## src/design/gbsp_pkg.sv

```systemverilog
// ----------------------------------------------------------------------------
// gbsp_pkg
// Shared types and constants of the grid shortest-path block.
// ----------------------------------------------------------------------------
`default_nettype none
package gbsp_pkg;
    localparam int COORD_W = 6;
    localparam int LEN_W   = 12;
    localparam int CFG_W   = 7;
    localparam logic [LEN_W-1:0] LEN_MAX = '1;

    // Map store size; coordinates are COORD_W bits, so the store is 64 x 64.
    localparam int MAX_WIDTH  = 64;
    localparam int MAX_HEIGHT = 64;

    localparam logic OP_WRITE = 1'b0;
    localparam logic OP_QUERY = 1'b1;

    localparam logic CFG_IDX_WIDTH  = 1'b0;
    localparam logic CFG_IDX_HEIGHT = 1'b1;

    // One queued word between the front and the back.
    typedef struct packed {
        logic               op;
        logic [COORD_W-1:0] cell_x;
        logic [COORD_W-1:0] cell_y;
        logic               cell_blocked;
        logic               cell_occupied;
        logic [COORD_W-1:0] start_x;
        logic [COORD_W-1:0] start_y;
        logic [COORD_W-1:0] target_x;
        logic [COORD_W-1:0] target_y;
        logic               ignore_occupied;
        logic               early_done;   // answer known without search
    } cmd_t;
endpackage
`default_nettype wire

```

## src/design/gbsp_front.sv

```systemverilog
// ----------------------------------------------------------------------------
// gbsp_front
// Accepts input words, checks query bounds and holds a short command queue.
// ----------------------------------------------------------------------------
`default_nettype none
module gbsp_front
(
    input  wire logic              clk,
    input  wire logic              rst_n,
    input  wire logic              in_valid,
    output logic                   in_stall,
    input  wire gbsp_pkg::cmd_t    in_cmd,
    input  wire logic [6:0]        w_eff,
    input  wire logic [6:0]        h_eff,
    output logic                   q_valid,
    input  wire logic              q_pop,
    output gbsp_pkg::cmd_t         q_cmd
);
    import gbsp_pkg::*;

    cmd_t       fifo_reg [2];
    logic [1:0] cnt_reg;
    logic       wp_reg, rp_reg;
    cmd_t       cls;
    logic       out_of_grid, push;

    assign out_of_grid = ({1'b0, in_cmd.start_x} >= w_eff) || ({1'b0, in_cmd.start_y} >= h_eff)
                      || ({1'b0, in_cmd.target_x} >= w_eff) || ({1'b0, in_cmd.target_y} >= h_eff);

    always_comb
    begin
        cls = in_cmd;
        cls.early_done  = out_of_grid;
    end

    assign in_stall = (cnt_reg == 2'd2);
    assign push     = in_valid && !in_stall;
    assign q_valid  = (cnt_reg != 2'd0);
    assign q_cmd    = fifo_reg[rp_reg];

    always_ff @(posedge clk)
    begin
        if (push)
        begin
            fifo_reg[wp_reg] <= cls;
        end
    end

    always_ff @(posedge clk or negedge rst_n)
    begin
        if (!rst_n)
        begin
            cnt_reg <= 2'd0;
            wp_reg  <= 1'b0;
            rp_reg  <= 1'b0;
        end
        else
        begin
            if (push)
            begin
                wp_reg <= ~wp_reg;
            end
            if (q_pop)
            begin
                rp_reg <= ~rp_reg;
            end
            cnt_reg <= cnt_reg + {1'b0, push} - {1'b0, q_pop};
        end
    end
endmodule
`default_nettype wire

```

## config.mk

```make
export PLATFORM = sky130hd
export DESIGN_NAME = gbsp_front
export DESIGN_NICKNAME = d
export VERILOG_FILES = /design/src/design/gbsp_pkg.sv /design/src/design/gbsp_front.sv
export SDC_FILE = /design/constraint.sdc
export NUM_CORES = 1
export LEC_CHECK = 0
export BUFFER_PORTS_ARGS = -buffer_cell sky130_fd_sc_hd__buf_4
export CELL_PAD_IN_SITES_DETAIL_PLACEMENT = 1
export CELL_PAD_IN_SITES_GLOBAL_PLACEMENT = 1
export CORE_MARGIN = 3
export CORE_UTILIZATION = 31
export DETAILED_ROUTE_END_ITERATION = 8
export PLACE_DENSITY_LB_ADDON = 0.1
export SYNTH_ARGS = -nofsm -noshare
export SYNTH_HDL_FRONTEND = slang
export SYNTH_SLANG_ARGS = --single-unit
```

## constraint.sdc

```tcl
create_clock -name clk -period 8.4 [get_ports clk]
set_input_delay 2.1 -clock clk [delete_from_list [all_inputs] [get_ports clk]]
set_output_delay 2.1 -clock clk [all_outputs]
set_load 0.02 [all_outputs]
```

==> out/metrics.csv, run 1 <==
stage,metric,value,unit
run_status,status,"complete, no violations",
power,Leak Pwr,1.973,nW
critical_path,CP max-delay cell,dfrtp_2,
sta,fin worst setup slack,4.315,ns
synth,top cell type's share of synthesized area,0.6655,
min_path,Hold Path Origin,cnt_reg[1],
sta,Worst-Margin Slew,1.096,ns
synth,Synth Net Count,298,
sta,fmax,244.8,MHz
finish,max reg flops,82,
detailed_routing,detail-routed via count per cell,4.606,
clocking,Post-CTS Resized,0,
grt,first-pass GRT wire length,11.57,mm
detailed_routing,Iter 0 DRT Violations,91,
critical_path,sum of buffers and inverters on the critical path,1,
sta,fin. max-slew vios,0,
grt,GRT Resource Usage Total,0.1175,
run,max-cap violation count,0,
critical_path,RR Startpoint,cnt_reg[1],
synth,top_reg_cell synth,edfxtp_1,
critical_path,worst setup path endpoint,q_cmd[5],
sta,Relative slew margins,0.2693,
synth,sequential element share of the synthesized area,0.6926,
synth,Post-synth EDFFs,82,
power,Design Power,1.556,mW
min_path,Hold WC Path Type,flip-flop to flip-flop,
power,Pwr per Cell Area,317.8,mW/mm²
floorplanning,Initial Utilization,0.3199,
critical_path,FF-to-FF setup slack,6.44,ns
sta,RSZ-0062 raised after global routing,no,
detailed_routing,drt pass-1 iters,4,
clocking,CTS Hold Bufs,0,
clocking,"Clk Latency, worst-skew pair",0.33,ns
clocking,Setup Buffers After CTS,0,
floorplanning,Die Ht,115.2,µm
power,VDD IR-drop max,0.0001115,V
critical_path,Worst path top cell family by delay,flip-flops,
synth,Post-Syn Area per Cell,17.37,µm²
critical_path,Crit path largest cell delay,1.04,ns
finish,synthesis-to-finish area growth,32.36,%
synth,largest area contributor in the synthesized netlist,edfxtp_1,
detailed_routing,wire per inst,16.20,µm
finish,nets,405,
critical_path,Critical Path AT,1.99,ns
critical_path,Critical Path Fanout Max,42,
synth,synth warn,0,
sta,final count of negative-setup-slack endpoints,0,
critical_path,required time of the critical path,6.30,ns
grt,antenna violations before repair,0,
placed_design,DP HPWL,5.270,mm
clocking,CTS max path bufs,2,
floorplanning,DIE WIDTH,115.2,µm
sta,Tmin final,4.086,ns
synth,register bit count reported by yosys,86,
synth,"FFs w/ async S/R, synth",0.04651,
finish,diodes inserted,0,
synth,"Cell Area, Synth",0.003700,mm²
sta,final hold violations,0,
clocking,CTS HTree Levels,3,
detailed_routing,Post-route DRC,0,
critical_path,WP depth,2,
critical_path,crit path capture type,output port,
floorplanning,Die ar.,0.01328,mm²
finish,fillers,1181,
grt,largest net degree at the start of global routing,43,
floorplanning,core area,0.01156,mm²
critical_path,Worst setup SP type,flip-flop,
critical_path,critical setup path kind,flip-flop to output port,
clocking,CTS tree,yes,
critical_path,worst r2r path cells,4,
critical_path,R2R Path End,fifo_reg[0][33],
critical_path,CP startpoint,rp_reg,
detailed_routing,DR vias,2151,
sta,setup TNS,0,ns
detailed_routing,DR top layer,met4,
detailed_routing,M1 WL,3.238,mm
critical_path,crit-path cells,mux2_2 > buf_4,
clocking,Worst-path clk slew,0.06,ns
detailed_routing,met3 wire len,505,µm
synth,top post-synthesis cells by area,"edfxtp_1 (67%), mux2_2 (12%), ha_1 (8.8%), dfrtp_1 (2.7%), inv_1 (1.6%)",
synth,library cells used by synthesis,24,
sta,Hold WS,0.4986,ns
clocking,# clock sinks,86,
placed_design,port bufs,100,
synth,cell with the most instances after synthesis,edfxtp_1,
detailed_routing,metal2 WL,3.648,mm
floorplanning,cell row count,39,
sta,Final Cycle Share,0.4864,
grt,GRT overflow,0,
placed_design,pre-CTS setup slack,4.449,ns
grt,number of global-route vias before repair,2345,
clocking,CTS root buf,clkbuf_16,
floorplanning,I/O Pins,102,
detailed_routing,WL final,7.565,mm
synth,Commonest cells post-synth,"edfxtp_1 (82), mux2_2 (41), ha_1 (26)",
synth,cell count after synthesis,213,
placed_design,placer congestion estimate,0.6753,
detailed_routing,"antenna viol nets, final",0,
finish,layout cell share with drive strength beyond 1,0.4846,
sta,skew final,0.003690,ns
clocking,TritonCTS buffer count,9,
==> worst min path at each step <==
stage	to	cells past startpoint
after CTS	cnt_reg[1]	1
after detailed placement	cnt_reg[1]	1
after global placement	cnt_reg[1]	1
final	cnt_reg[1]	1
after floorplan	wp_reg	1
after global routing	cnt_reg[1]	1
==> metrics by stage <==
step	instances	util	area, µm²
after detailed placement	452	0.3998	4623
final	467	0.4235	4897
after CTS	467	0.4235	4897
after global routing	467	0.4235	4897
after global placement	452	0.3998	4623
after floorplan	213	-	3700
==> per-layer routing <==
| metal | global-route usage | vias up |
|---|---|---|
| met1 | 0.1388 | 1053 |
| met4 | 0.06808 | 0 |
| li1 | - | 1019 |
| met3 | 0.03789 | 11 |
| met2 | 0.1879 | 68 |
| met5 | 0 | - |
==> cells in the final DEF (no fill, tap or decap), drive strengths merged <==
master     n
or3        1
xnor2      3
inv       16
a21o       4
clkinv     1
a2111oi    2
ha        26
nand2b     3
a21oi      8
nor2       1
dfrtp      4
and3       1
mux2      41
buf      101
nor2b      4
o22ai      1
or2        1
nand4      2
o21ai      2
xor2       1
edfxtp    82
nand4b     2
bufinv     1
nand2      3
clkbuf    13
==> layout make-up <==
type                       count  area [µm²]  share of cell area
clock inverter                 2       33.78            0.006898
sequential                    86        2564              0.5235
multi-input combinational    106        1062              0.2169
tap                          143       178.9             0.03654
clock buffer                  13       240.2             0.04905
timing repair buffer         101       758.2              0.1548
inverter                      16       60.06             0.01226
==> cells by family (layout without fill, tap and decap cells) <==
family / Yosys count / in the layout / synth area share
buf+inv: 21 / 132 / 0.02266
flops: 86 / 86 / 0.6926
mux: 41 / 41 / 0.1248
xor+xnor: 4 / 4 / 0.009471
compound gates: 17 / 17 / 0.03348
fa+ha+maj: 26 / 26 / 0.08793
simple gates: 18 / 18 / 0.02909
==> report_power, final <==
part           total [mW]  internal (mW)  switching, mW
Clock               0.375          0.228          0.147
Sequential          0.654          0.589         0.0651
Combinational       0.527          0.254          0.273
No activity file was read; power rests on OpenSTA's default activity.
==> run 2: changes to the inputs <==
==> constraint.sdc (replaced) <==
create_clock -name clk -period 4.29 [get_ports clk]
set_input_delay 1.0725 -clock clk [delete_from_list [all_inputs] [get_ports clk]]
set_output_delay 1.0725 -clock clk [all_outputs]
set_load 0.02 [all_outputs]
==> out/metrics.csv, run 2 (synthesis results as in run 1) <==
stage,metric,value,unit,change
grt,GRT overflow,0,,unchanged
detailed_routing,DR vias,2148,,-0.14%
detailed_routing,Iter 0 DRT Violations,82,,-9.9%
run,max-cap violation count,0,,unchanged
grt,GRT Resource Usage Total,0.1197,,+0.002192
clocking,CTS HTree Levels,3,,unchanged
critical_path,Crit path largest cell delay,1.05,ns,about the same
placed_design,Placed Area,0.004631,mm²,+0.16%
finish,Non-Filler Instances,469,,+0.43%
finish,fillers,1173,,-0.68%
sta,skew final,0.005401,ns,+0.001710 ns
floorplanning,Initial Utilization,0.3199,,unchanged
floorplanning,I/O Pins,102,,unchanged
critical_path,critical setup path kind,flip-flop to output port,,
placed_design,placer congestion estimate,0.6869,,+1.7%
clocking,CTS root buf,clkbuf_16,,
clocking,Post-CTS Resized,0,,unchanged
floorplanning,DIE WIDTH,115.2,µm,unchanged
power,Design Power,3.066,mW,+97%
clocking,Worst-path clk slew,0.05,ns,about the same
detailed_routing,wire per inst,16.26,µm,+0.40%
run_status,status,"complete, no violations",,
finish,diodes inserted,0,,unchanged
placed_design,Post-Place Cells,453,,+0.22%
sta,final hold violations,0,,unchanged
critical_path,crit-path cells,mux2_2 > buf_4,,
clocking,CTS tree,yes,,
clocking,"Clk Latency, worst-skew pair",0.33,ns,about the same
sta,Tmin final,3.052,ns,
sta,Relative slew margins,0.2571,,-0.01212
placed_design,pre-CTS setup slack,1.395,ns,-3.054 ns
power,VDD IR-drop max,0.0001721,V,+54%
finish,Finished Core Util,0.4250,,+0.001514
critical_path,crit path capture type,output port,,
min_path,Hold Path Origin,cnt_reg[1],,
grt,number of global-route vias before repair,2350,,+0.21%
grt,first-pass GRT wire length,11.70,mm,+1.1%
critical_path,CP startpoint,rp_reg,,
floorplanning,Die ar.,0.01328,mm²,unchanged
sta,fin worst setup slack,1.238,ns,-3.077 ns
clocking,Setup Buffers After CTS,0,,unchanged
detailed_routing,"antenna viol nets, final",0,,unchanged
grt,largest net degree at the start of global routing,43,,unchanged
finish,"commonest non-fill, non-tap cell in the layout",buf_4,,
placed_design,port bufs,100,,unchanged
sta,RSZ-0062 raised after global routing,no,,
power,Pwr per Cell Area,623.8,mW/mm²,+96%
finish,area of the multi-input gates,0.001062,mm²,unchanged
sta,setup TNS,0,ns,unchanged
critical_path,FF-to-FF setup slack,2.38,ns,-4.06 ns
sta,final count of negative-setup-slack endpoints,0,,unchanged
placed_design,DP HPWL,5.362,mm,+1.7%
sta,Worst-Margin Slew,1.114,ns,+0.01818 ns
power,Leak Pwr,1.983,nW,+0.53%
detailed_routing,Post-route DRC,0,,unchanged
detailed_routing,WL final,7.628,mm,+0.83%
detailed_routing,drt pass-1 iters,4,,unchanged
critical_path,Critical Path Fanout Max,42,,unchanged
sta,Final Cycle Share,0.7114,,
finish,"Design Area, Final",0.004915,mm²,+0.36%
clocking,# clock sinks,86,,unchanged
sta,fin. max-slew vios,0,,unchanged
clocking,TritonCTS buffer count,9,,unchanged
detailed_routing,detail-routed via count per cell,4.580,,-0.57%
sta,Hold WS,0.4968,ns,-0.001802 ns
critical_path,required time of the critical path,3.22,ns,-3.08 ns
floorplanning,core area,0.01156,mm²,unchanged
min_path,Hold WC Path Type,flip-flop to flip-flop,,
floorplanning,cell row count,39,,unchanged
critical_path,RR Startpoint,cnt_reg[1],,
critical_path,Worst setup SP type,flip-flop,,
floorplanning,Die Ht,115.2,µm,unchanged
sta,fmax,327.7,MHz,
finish,nets,406,,+0.25%
critical_path,CP max-delay cell,dfrtp_2,,
finish,max reg flops,82,,unchanged
clocking,CTS max path bufs,2,,unchanged
finish,storage element area,0.002564,mm²,unchanged
clocking,CTS Hold Bufs,0,,unchanged
finish,synthesis-to-finish area growth,32.84,%,
grt,antenna violations before repair,0,,unchanged
finish,most frequent cells in the layout,"buf_4 (102), edfxtp_1 (82), mux2_2 (41)",,
critical_path,Critical Path AT,1.98,ns,about the same
finish,layout cell share with drive strength beyond 1,0.4939,,+0.009297
run 2: power breakdown:
group	switching (mW)	total (mW)	internal, mW
registers	0.128	1.28	1.15
clock network	0.295	0.744	0.449
logic	0.541	1.04	0.501
run 2: critical path, delay by kind of cell (launching register included):
kind / cells / cell delay [ns]
flops: 1 / 1.05
mux: 1 / 0.43
buf+inv: 1 / 0.16
run 2: routing by layer:
metal  track usage  share of wire  vias to the layer above
li1              -              -                     1023
met1        0.1344           0.40                     1045
met2        0.2014           0.50                       70
met3       0.04474          0.081                       10
met4       0.05634          0.018                        0
met5             0              0                        -
run 2: final cells by class:
type	instances	area share
clock buffer	12	0.04812
clock inverter	4	0.009674
inverter	16	0.01222
multi-input combinational	106	0.2161
sequential	86	0.5216
tap	143	0.03641
timing repair buffer	102	0.1558
run 2: final timing paths:
path / depth (start not counted) / endpoint
setup / recovery: 2 / q_cmd[9]
hold / removal: 1 / cnt_reg[1]
setup reg to reg: 4 / fifo_reg[0][1]
hold reg to reg: 1 / cnt_reg[1]
max in group asynchronous: 1 / rp_reg
min in group asynchronous: 1 / wp_reg
==> run 3: changes to the inputs <==
==> constraint.sdc (replaced) <==
create_clock -name clk -period 2.7 [get_ports clk]
set_input_delay 0.675 -clock clk [delete_from_list [all_inputs] [get_ports clk]]
set_output_delay 0.675 -clock clk [all_outputs]
set_load 0.02 [all_outputs]
==> out/metrics.csv, run 3 (synthesis results as in run 1) <==
stage,metric,value,unit,change
critical_path,crit path capture type,output port,,
detailed_routing,Post-route DRC,0,,unchanged
clocking,"Clk Latency, worst-skew pair",0.33,ns,about the same
clocking,Post-CTS Resized,0,,unchanged
detailed_routing,DR vias,2136,,-0.56%
placed_design,pre-CTS setup slack,0.1833,ns,-1.212 ns
grt,number of global-route vias before repair,2316,,-1.4%
sta,skew final,0.008342,ns,+0.002942 ns
min_path,Hold WC Path Type,input pin to async pin,,
grt,GRT Resource Usage Total,0.1226,,+0.002954
finish,most frequent cells in the layout,"buf_4 (104), edfxtp_1 (82), mux2_2 (41)",,
critical_path,critical setup path kind,flip-flop to output port,,
finish,max reg flops,82,,unchanged
critical_path,Worst setup SP type,flip-flop,,
floorplanning,Die Ht,115.2,µm,unchanged
placed_design,port bufs,100,,unchanged
critical_path,Critical Path AT,1.55,ns,-0.43 ns
sta,fin worst setup slack,0.4760,ns,-0.7620 ns
finish,Non-Filler Instances,472,,+0.64%
critical_path,R2R Path End,fifo_reg[1][5],,
sta,final hold violations,0,,unchanged
grt,GRT overflow,0,,unchanged
clocking,CTS Hold Bufs,0,,unchanged
finish,area of the multi-input gates,0.001062,mm²,unchanged
clocking,CTS tree,yes,,
finish,layout cell share with drive strength beyond 1,0.4954,,+0.001576
sta,Worst-Margin Slew,0.5293,ns,-0.5850 ns
finish,synthesis-to-finish area growth,33.24,%,
clocking,Worst-path clk slew,0.06,ns,about the same
clocking,Setup Buffers After CTS,0,,unchanged
detailed_routing,WL final,7.674,mm,+0.60%
detailed_routing,detail-routed via count per cell,4.525,,-1.2%
finish,fillers,1178,,+0.43%
clocking,CTS max path bufs,2,,unchanged
grt,antenna violations before repair,0,,unchanged
run,max-cap violation count,0,,unchanged
critical_path,Critical Path Fanout Max,20,,-52%
critical_path,FF-to-FF setup slack,1.04,ns,-1.34 ns
sta,RSZ-0062 raised after global routing,no,,
critical_path,required time of the critical path,2.03,ns,-1.19 ns
critical_path,CP startpoint,rp_reg,,
sta,setup TNS,0,ns,unchanged
critical_path,RR Startpoint,cnt_reg[0],,
sta,fin. max-slew vios,0,,unchanged
power,Pwr per Cell Area,981.8,mW/mm²,+57%
floorplanning,I/O Pins,102,,unchanged
clocking,# clock sinks,86,,unchanged
grt,largest net degree at the start of global routing,24,,-44%
power,Leak Pwr,1.996,nW,+0.62%
floorplanning,DIE WIDTH,115.2,µm,unchanged
clocking,TritonCTS buffer count,9,,unchanged
grt,first-pass GRT wire length,12.03,mm,+2.9%
power,VDD IR-drop max,0.0003473,V,+100%
sta,Relative slew margins,0.6472,,+0.3900
critical_path,worst setup path endpoint,q_cmd[5],,
sta,Final Cycle Share,0.8237,,
finish,"commonest non-fill, non-tap cell in the layout",buf_4,,
run_status,status,"complete, no violations",,
sta,final count of negative-setup-slack endpoints,0,,unchanged
clocking,CTS root buf,clkbuf_16,,
detailed_routing,"antenna viol nets, final",0,,unchanged
finish,diodes inserted,0,,unchanged
finish,nets,409,,+0.74%
finish,storage element area,0.002564,mm²,unchanged
floorplanning,cell row count,39,,unchanged
floorplanning,Initial Utilization,0.3199,,unchanged
clocking,CTS HTree Levels,3,,unchanged
placed_design,Post-Place Cells,456,,+0.66%
detailed_routing,wire per inst,16.26,µm,about the same
floorplanning,core area,0.01156,mm²,unchanged
placed_design,DP HPWL,5.607,mm,+4.6%
sta,fmax,449.6,MHz,
detailed_routing,Iter 0 DRT Violations,75,,-8.5%
detailed_routing,drt pass-1 iters,4,,unchanged
floorplanning,Die ar.,0.01328,mm²,unchanged
critical_path,worst r2r path cells,3,,-1
placed_design,placer congestion estimate,0.6798,,-1.0%
sta,Tmin final,2.224,ns,
==> run 3: cell types whose count changed in the layout (fill, tap and decap cells not counted) <==
cell	before	now
buf_4	102	104
clkbuf_1	3	4
buf_12	0	1
clkbuf_8	0	1
clkinvlp_4	1	0
bufinv_16	1	0
==> run 3: power breakdown <==
group          switching (mW)  total, mW  internal (mW)
registers              0.0783       1.91           1.83
clock network           0.469       1.12          0.647
logic                   0.988       1.82          0.828
==> run 3: final cells by class <==
| cell class | instances | area share |
|---|---|---|
| clock buffers | 14 | 0.05152 |
| clock inverters | 2 | 0.002030 |
| inverters | 16 | 0.01218 |
| multi-input cells | 106 | 0.2155 |
| flip-flops and latches | 86 | 0.5201 |
| well taps | 143 | 0.03629 |
| repair buffers | 105 | 0.1624 |
==> run 3: per-layer routing <==
layer	track usage	wire length [µm]
met1	0.1570	3433
met2	0.1937	3787
met3	0.02895	331
met4	0.06338	121
met5	0	0
==> run 3: worst max-delay path, stage by stage, from the launching register on <==
cell and delay, ns:
dfrtp_2 0.35, buf_4 0.30, mux2_2 0.40, buf_4 0.16
==> run 3: worst min-delay path by stage <==
stage	start	to	slack, ns	cells past startpoint
after CTS	rst_n	cnt_reg[1]	0.11	1
after global placement	rst_n	cnt_reg[1]	0.48	1
after global routing	rst_n	wp_reg	0.11	1
after floorplan	rst_n	cnt_reg[0]	0.38	0
after detailed placement	rst_n	cnt_reg[1]	0.48	1
final	rst_n	cnt_reg[1]	0.13	1
==> run 3: stage by stage <==
step	total power [mW]	hold slack (ns)	cell area (µm²)	util
2_1_floorplan	3.021	0.3794	3702	-
3_3_place_gp	3.784	0.4790	4666	0.4034
3_5_place_dp	3.810	0.4807	4666	0.4034
4_1_cts	4.956	0.1128	4930	0.4263
5_1_grt	5.134	0.1124	4930	0.4263
6_report	4.840	0.1336	4930	0.4263
